## src/hw/rtl/hrat_pkg.sv

```systemverilog
// hrat_pkg: shared widths, register indexes, reset values and the
// controller/datapath command and status structs of the hot-row tracker.
// no dependencies
package hrat_pkg;

  localparam int BANK_IN_W  = 4;
  localparam int ROW_IN_W   = 16;
  localparam int CNT_OUT_W  = 24;
  localparam int CFG_IDX_W  = 2;
  localparam int CFG_DATA_W = 32;
  localparam int TE_W       = 7;
  localparam int THR_W      = 24;
  localparam int EPOCH_W    = 32;
  localparam int DIV_W      = 32;
  localparam int DIV_CNT_W  = $clog2(DIV_W + 1);

  localparam logic [CFG_IDX_W-1:0] CFG_TABLE_ENTRIES  = CFG_IDX_W'(0);
  localparam logic [CFG_IDX_W-1:0] CFG_SWAP_THRESHOLD = CFG_IDX_W'(1);
  localparam logic [CFG_IDX_W-1:0] CFG_EPOCH_TICKS    = CFG_IDX_W'(2);

  localparam logic [TE_W-1:0]    TE_RESET    = TE_W'(64);
  localparam logic [THR_W-1:0]   THR_RESET   = THR_W'(1000);
  localparam logic [EPOCH_W-1:0] EPOCH_RESET = EPOCH_W'(64000000);

  localparam logic CMD_ACTIVATE = 1'b0;
  localparam logic CMD_TICK     = 1'b1;

  typedef struct packed {
    logic load;
    logic tick_inc;
    logic scan_init;
    logic scan_step;
    logic apply;
    logic div_start;
    logic finish;
  } hrat_cmd_t;

  typedef struct packed {
    logic is_tick;
    logic bank_ok;
    logic epoch_zero;
    logic scan_done;
    logic need_swap;
    logic div_done;
  } hrat_sts_t;

endpackage

```

## src/hw/rtl/hrat_ctrl.sv

```systemverilog
// hrat_ctrl: sequencing state machine for one request at a time.
// depends on hrat_pkg
module hrat_ctrl import hrat_pkg::*; (
  input  logic      clk,
  input  logic      rst_n,
  input  logic      start,
  input  hrat_sts_t sts,
  output hrat_cmd_t cmd,
  output logic      busy,
  output logic      out_valid
);

  localparam logic [2:0] S_IDLE     = 3'd0;
  localparam logic [2:0] S_DISPATCH = 3'd1;
  localparam logic [2:0] S_SCAN     = 3'd2;
  localparam logic [2:0] S_APPLY    = 3'd3;
  localparam logic [2:0] S_POST     = 3'd4;
  localparam logic [2:0] S_DIV      = 3'd5;
  localparam logic [2:0] S_FINISH   = 3'd6;
  localparam logic [2:0] S_DONE     = 3'd7;

  logic [2:0] state_r, state_nxt;

  always_comb begin
    cmd       = '0;
    state_nxt = state_r;
    unique case (state_r)
      S_IDLE: begin
        if (start) begin
          cmd.load  = 1'b1;
          state_nxt = S_DISPATCH;
        end
      end
      S_DISPATCH: begin
        if (sts.is_tick) begin
          cmd.tick_inc = 1'b1;
          if (sts.epoch_zero) begin
            state_nxt = S_DONE;
          end else begin
            cmd.div_start = 1'b1;
            state_nxt     = S_DIV;
          end
        end else if (!sts.bank_ok) begin
          state_nxt = S_DONE;
        end else begin
          cmd.scan_init = 1'b1;
          state_nxt     = S_SCAN;
        end
      end
      S_SCAN: begin
        if (sts.scan_done) begin
          state_nxt = S_APPLY;
        end else begin
          cmd.scan_step = 1'b1;
        end
      end
      S_APPLY: begin
        cmd.apply = 1'b1;
        state_nxt = S_POST;
      end
      S_POST: begin
        if (sts.need_swap) begin
          cmd.div_start = 1'b1;
          state_nxt     = S_DIV;
        end else begin
          state_nxt = S_DONE;
        end
      end
      S_DIV: begin
        if (sts.div_done) begin
          state_nxt = S_FINISH;
        end
      end
      S_FINISH: begin
        cmd.finish = 1'b1;
        state_nxt  = S_DONE;
      end
      S_DONE: begin
        state_nxt = S_IDLE;
      end
      default: begin
        state_nxt = S_IDLE;
      end
    endcase
  end

  always_ff @(posedge clk) begin
    if (!rst_n) begin
      state_r <= S_IDLE;
    end else begin
      state_r <= state_nxt;
    end
  end

  assign busy      = (state_r != S_IDLE);
  assign out_valid = (state_r == S_DONE);

endmodule

```

## config.mk

```make
export PLATFORM = sky130hd
export DESIGN_NAME = hrat_ctrl
export DESIGN_NICKNAME = d
export VERILOG_FILES = /design/src/hw/rtl/hrat_pkg.sv /design/src/hw/rtl/hrat_ctrl.sv
export SDC_FILE = /design/constraint.sdc
export NUM_CORES = 1
export LEC_CHECK = 0
export BUFFER_PORTS_ARGS = -buffer_cell sky130_fd_sc_hd__buf_2
export CORE_AREA = 2 2 39 41
export CTS_CLUSTER_DIAMETER = 150
export DETAILED_ROUTE_END_ITERATION = 16
export DIE_AREA = 0 0 41 43
export HOLD_SLACK_MARGIN = 0.1
export PLACE_DENSITY_LB_ADDON = 0.12
export SYNTH_ARGS = -nofsm -noshare
export SYNTH_HDL_FRONTEND = slang
export SYNTH_SLANG_ARGS = --single-unit
```

## constraint.sdc

```tcl
create_clock -name clk -period 1.7 [get_ports clk]
set_input_delay 0.34 -clock clk [delete_from_list [all_inputs] [get_ports clk]]
set_output_delay 0.34 -clock clk [all_outputs]
set_load 0.01 [all_outputs]
```

==> results.ini, run 1 <==
[outcome]
status=complete, no violations

[floorplan]
initial_utilization_pct=22.6
die_h_um=43
die_width_um=41
io_pins=18
coreArea_um2=1380
dieArea_um2=1760
std_cell_rows=14

[setup_path]
crit_fanout=8
cp.required_ns=1.36
slowest_stage=dfxtp_2
crit_family=flip-flops
slowest_delay_ns=0.41
path_class=reg2out
worstSetupStartpointType=flop
arrival_ns=1.17
path_cells=inv_2 -> nor4_1 -> buf_2
endpoint_kind=primary output
worst-path-buf-inv=2

[sta]
setup_tns_ns=0
finalHoldViolCount=0
relSlewSlack_pct=83.1
fmax_ghz=0.662
finClkSkew_ns=0.00187
period_needed_ns=1.51
fin_crit_sh_pct=88.9
slew_violations=0
rsz0062_at_grt=no
setup_viol=0
worstMarginPinSlew_ns=0.254

[power_and_ir_drop]
p_switching_w=0.000155
p_leak_nw=0.204
seqPwrFrac_pct=32.2
clkPwrFrac_pct=30.3
p_sw_share_pct=38.1
ir_worst_vdd_uv=296
power_density_nw_per_um2=966
totalPowerFinal_w=0.000407
internal_power_w=0.000252
comb_power_share_pct=37.4

[drt]
postRouteAntennaNets=0
drc_errors=0
firstDrtPassIters=2
drtIter0Drc=4
wl_per_cell_um=11.0
vias_per_cell=4.72
routed_wl_um=780
via_count=335

[placed_design]
routabilityCongestion=0.630
io_buffers=17
dpl-instance-area_um2=392
dp_hpwl_um=592

[job]
drv_cap=0

[yosys]
synth_top_area_share_pct=19.2
synth_area_um2=313
synth_top_area_cell=dfxtp_1
ys_warn_count=0
yosys-top-cells-area=dfxtp_1 19%, nand3b_4 6.4%, and3_1 6.0%
synth_fp_nets=46
synth_cells=37
synth.distinct_cells=26
ys_ff_latch=3
synth_area_per_cell_um2=8.45
ys_seq_area_share_pct=19.2

[cells_and_area]
drive_above_1_share_pct=52.7
largest_registers=state_r: 3 flops
regMostFlops=state_r
syn_to_final_growth_pct=34.8
fillers=158
postLayoutCellArea_um2=422
largest_reg_flops=3
fin_nets=65
n_antenna_cell=0
multi_input_comb_area_um2=215
seq_area_um2=63.8

[clocking]
cts_sinks=3
cts_tree=yes
cts_htree_levels=1
clk_latency_ns=0.23
root_buffer=clkbuf_4
clkTransAtPathRegs_ns=0.04
numCtsBuffers=3
cts_hold_buf=0
cts_setup_buffers=0
cts_max_path_buffers=2

[grt]
grt_pass1_vias=324
grt_usage_pct=11.2
antenna_found_initial=0
grt_overflow=0
grt_max_degree=16
grt_pass1_wl_um=1330

[min_path]
min-delay-path-class=in2reg

worst min-delay path: cells and delay by family:
family                 cells  cell delay [ns]
AO/OA/AOI/OAI              1             0.05
buffers and inverters      2             0.21
cell families after synthesis:
| family | Yosys count | share of synthesized area, % |
|---|---|---|
| buffers and inverters | 6 | 12.0 |
| AOI/OAI and AO/OA | 8 | 21.2 |
| DFF | 3 | 19.2 |
| and+or+nand+nor | 19 | 44.4 |
| muxes | 1 | 3.20 |
cell usage after synthesis, drive strengths merged:
library cell and n:
nor4b 1, nor4 1, a21oi 2, mux2i 1, a211oi 1, nand2 4, nor3b 1, o211ai 1
nand2b 2, a221oi 1, buf 2, or3 1, nand3b 3, inv 3, dfxtp 3, clkbuf 1
a311oi 1, nor3 1, and3 3, nor2 1, o21ai 1, and4 1, a21o 1
path summary, 6_finish.rpt:
path / from / to / cells past startpoint / slack (ns)
max: state_r[1]$_SDFFE_PN0P_ / cmd[3] / 3 / 0.19
min: rst_n / state_r[1]$_SDFFE_PN0P_ / 3 / 0.42
max reg2reg: state_r[0]$_SDFFE_PN0P_ / state_r[1]$_SDFFE_PN0P_ / 3 / 0.57
min reg2reg: state_r[0]$_SDFFE_PN0P_ / state_r[1]$_SDFFE_PN0P_ / 2 / 0.62
repair_timing:
action,in CTS,in global routing
gates resized for setup,0,3
endpoints found under the setup margin,0,6
hold endpoints to repair,0,0
power groups by stage:
stage,sequential (W),clock (W),combinational (W)
detailed placement,0.000131,0,0.000155
global route,0.000139,0.000136,0.000172
global placement,0.000133,0,0.000157
CTS,0.000130,0.000129,0.000155
floorplan,0.0000936,0,0.000154
finish,0.000131,0.000123,0.000152
cell usage in the layout, fill, tap and decap left out:
cell and instances:
a211oi_2 1, nand2b_1 2, a21oi_1 2, and3_1 3, o21ai_1 1, a311oi_2 1, nor2_1 1, or3_1 1
a21o_1 1, mux2i_1 1, nor4b_2 1, nor3_1 1, nor3b_2 1, inv_1 2, nand3b_1 2, clkbuf_1 1
and4_1 1, buf_2 17, inv_2 1, nand2_1 4, nor4_1 1, nand3b_4 1, dfxtp_2 3, a221oi_1 1
clkbuf_4 3, o211ai_1 1
per-layer routing:
metal / track usage, % / share of wire, % / vias up
li1: - / - / 174
met4: 4.00 / 0 / 0
met2: 14.4 / 43 / 17
met3: 4.71 / 8.1 / 0
met5: 0 / 0 / -
met1: 16.3 / 48 / 144
stage by stage:
step | instances | setup WS, ns | util [%] | hold slack (ns)
2_1_floorplan | 37 | 0.406 | - | 0.519
6_report | 71 | 0.189 | 30.5 | 0.421
3_3_place_gp | 67 | 0.238 | 28.3 | 0.674
5_1_grt | 71 | 0.0294 | 30.5 | 0.425
3_5_place_dp | 67 | 0.261 | 28.3 | 0.670
4_1_cts | 71 | 0.00933 | 30.2 | 0.425
area by class of cell:
class                   count  area share (%)
multi-input cells          28            51.0
repair buffers             17            20.2
flip-flops and latches      3            15.1
clock buffers               4            6.23
well taps                  16            4.75
inverters                   3            2.67
(Power assumes the default switching activity.)
==> inputs of run 2 (changes only) <==
--- a/config.mk
+++ b/config.mk
@@ -7,2 +7,3 @@
 export LEC_CHECK = 0
+export ABC_AREA = 1
 export BUFFER_PORTS_ARGS = -buffer_cell sky130_fd_sc_hd__buf_2
==> constraint.sdc (replaced) <==
create_clock -name clk -period 1.7 [get_ports clk]
set_input_delay 0.17 -clock clk [delete_from_list [all_inputs] [get_ports clk]]
set_output_delay 0.17 -clock clk [all_outputs]
set_load 0.01 [all_outputs]
==> run 2 against run 1 <==
Hold slack got worse by 0.26 ns. Wire length is 7.9% lower. Critical path type unchanged. First-iteration DRC count grew to 2.5 times the previous value. Critical endpoint is now cmd[4]. Combinational power rose to 2.6 times the previous value.
==> results.ini, run 2 <==
[outcome]
status=complete, no violations

[clocking]
numCtsBuffers=3
cts_hold_buf=0
cts_setup_buffers=0
cts_sinks=3
cts_htree_levels=1
cts_tree=yes
clk_latency_ns=0.23
cts_max_path_buffers=2
root_buffer=clkbuf_4
cts-resized-gates=0
clkTransAtPathRegs_ns=0.04

[yosys]
synth_area_um2=279
ys_async_sr_fraction_pct=0
synth_commonest_cells=13 x nand2_1, 11 x nor2_1, 8 x inv_1
ys_seq_area_share_pct=21.5
ys.flop_type=dfxtp_1
synth.distinct_cells=14
yosys-top-cells-area=dfxtp_1 22%, nand2_1 17%, nor2_1 15%
ys_warn_count=0
synth_fp_nets=60
ys_ff_latch=3
synth_top_area_share_pct=21.5
synth_area_per_cell_um2=5.47
synth.most_common_cell=nand2_1
synth_cells=51
synth_edf_count=0
synth_top_area_cell=dfxtp_1

[setup_path]
slowest_stage=dfxtp_1
endpoint_kind=primary output
path_cells=inv_1 -> nand2_1 -> nor3_1 -> buf_2
worstSetupStartpointType=flop
crit_fanout=11
cp.depth=4
arrival_ns=1.25
r2r_cells=6
worst-path-buf-inv=2
cp.required_ns=1.53
slowest_delay_ns=0.31
crit_family=buffers and inverters
path_class=reg2out

[sta]
period_needed_ns=1.42
setup_tns_ns=0
hold_ws_ns=0.165
finClkSkew_ns=0.00330
setup_viol=0
rsz0062_at_grt=no
fin_crit_sh_pct=83.6
slew_violations=0
relSlewSlack_pct=76.8
finalHoldViolCount=0
setup_slack_ns=0.279
fmax_ghz=0.704
worstMarginPinSlew_ns=0.348

[drt]
routed_wl_um=718
postRouteAntennaNets=0
vias_per_cell=4.06
via_count=353
drc_errors=0
wl_per_cell_um=8.25
firstDrtPassIters=4
drtIter0Drc=10

[grt]
grt_pass1_vias=289
grt_overflow=0
antenna_found_initial=0
grt_usage_pct=9.24
grtUsageMet1_pct=10.9
grt_max_degree=12
grt_pass1_wl_um=1080
use_met2_pct=13.4
busiest_layer=met2
use_met3_pct=4.71

[power_and_ir_drop]
comb_power_share_pct=60.0
p_switching_w=0.000325
clkPwrFrac_pct=18.8
p_sw_share_pct=49.1
p_leak_nw=0.256
ir_worst_vdd_uv=574
internal_power_w=0.000337
power_density_nw_per_um2=1630
seqPwrFrac_pct=21.2

[placed_design]
dp_hpwl_um=596
placed_cells=83
pre_cts_ws_ns=0.513
io_buffers=17
routabilityCongestion=0.663

[min_path]
min-delay-path-class=in2reg
hold_depth=3

[cells_and_area]
fin_nets=81
largest_registers=state_r: 3 flops
syn_to_final_growth_pct=45.3
drive_above_1_share_pct=36.6
largest_reg_flops=3
instances_no_fill=87
mostFrequentLayoutCells=17 x buf_2, 13 x nand2_1, 11 x nor2_1
n_antenna_cell=0
regMostFlops=state_r
layout_commonest_cell=buf_2

[floorplan]
coreArea_um2=1380
dieArea_um2=1760
std_cell_rows=14
initial_utilization_pct=20.2
io_pins=18
die_width_um=41
die_h_um=43

[job]
drv_cap=0

## run 2: routing by layer
layer	share of wire (%)	vias up
li1	-	196
met1	49	145
met2	43	12
met3	7.8	0
met4	0	0
met5	0	-
## run 2: power by group through the flow
stage	combinational [W]	clock, W	sequential, W
floorplan	0.000294	0	0.000136
global route	0.000465	0.000133	0.000150
detailed placement	0.000401	0	0.000142
CTS	0.000403	0.000131	0.000140
global placement	0.000407	0	0.000142
finish	0.000397	0.000125	0.000140
## run 2: logic make-up (layout without fill, tap and decap cells)
family	Yosys count	count (layout)	synth area share (%)
compound gates	2	2	4.94
flops	3	3	21.5
simple gates	34	34	57.0
buf+inv	12	32	16.6
## run 2: worst paths after layout
| path | start | to | slack (ns) |
|---|---|---|---|
| worst min-delay path | rst_n | state_r[2]$_SDFFE_PN0P_ | 0.17 |
| worst max register to register | state_r[2]$_SDFFE_PN0P_ | state_r[1]$_SDFFE_PN0P_ | 0.57 |
| worst max-delay path | state_r[2]$_SDFFE_PN0P_ | cmd[4] | 0.28 |
| worst min register to register | state_r[0]$_SDFFE_PN0P_ | state_r[0]$_SDFFE_PN0P_ | 0.58 |
## run 2: area by class of cell
type                    count  area (µm²)
fillers                   175         978
multi-input cells          36         173
repair buffers             17        85.1
flip-flops and latches      3        60.1
inverters                  11        41.3
clock buffers               4        26.3
well taps                  16        20.0
## run 2: through the flow
| step | utilization (%) | power [W] | cell area [µm²] |
|---|---|---|---|
| detailed placement | 27.4 | 0.000543 | 379 |
| floorplan | - | 0.000430 | 279 |
| global route | 29.3 | 0.000747 | 405 |
| global placement | 27.4 | 0.000548 | 379 |
| CTS | 29.3 | 0.000675 | 405 |
| finish | 29.3 | 0.000662 | 405 |
## run 2: worst reg2reg max path, delay by kind of cell (launching register included)
kind | cells | cell delay, ns
buffers and inverters | 1 | 0.27
flip-flops | 1 | 0.31
AND/OR/NAND/NOR | 5 | 0.43
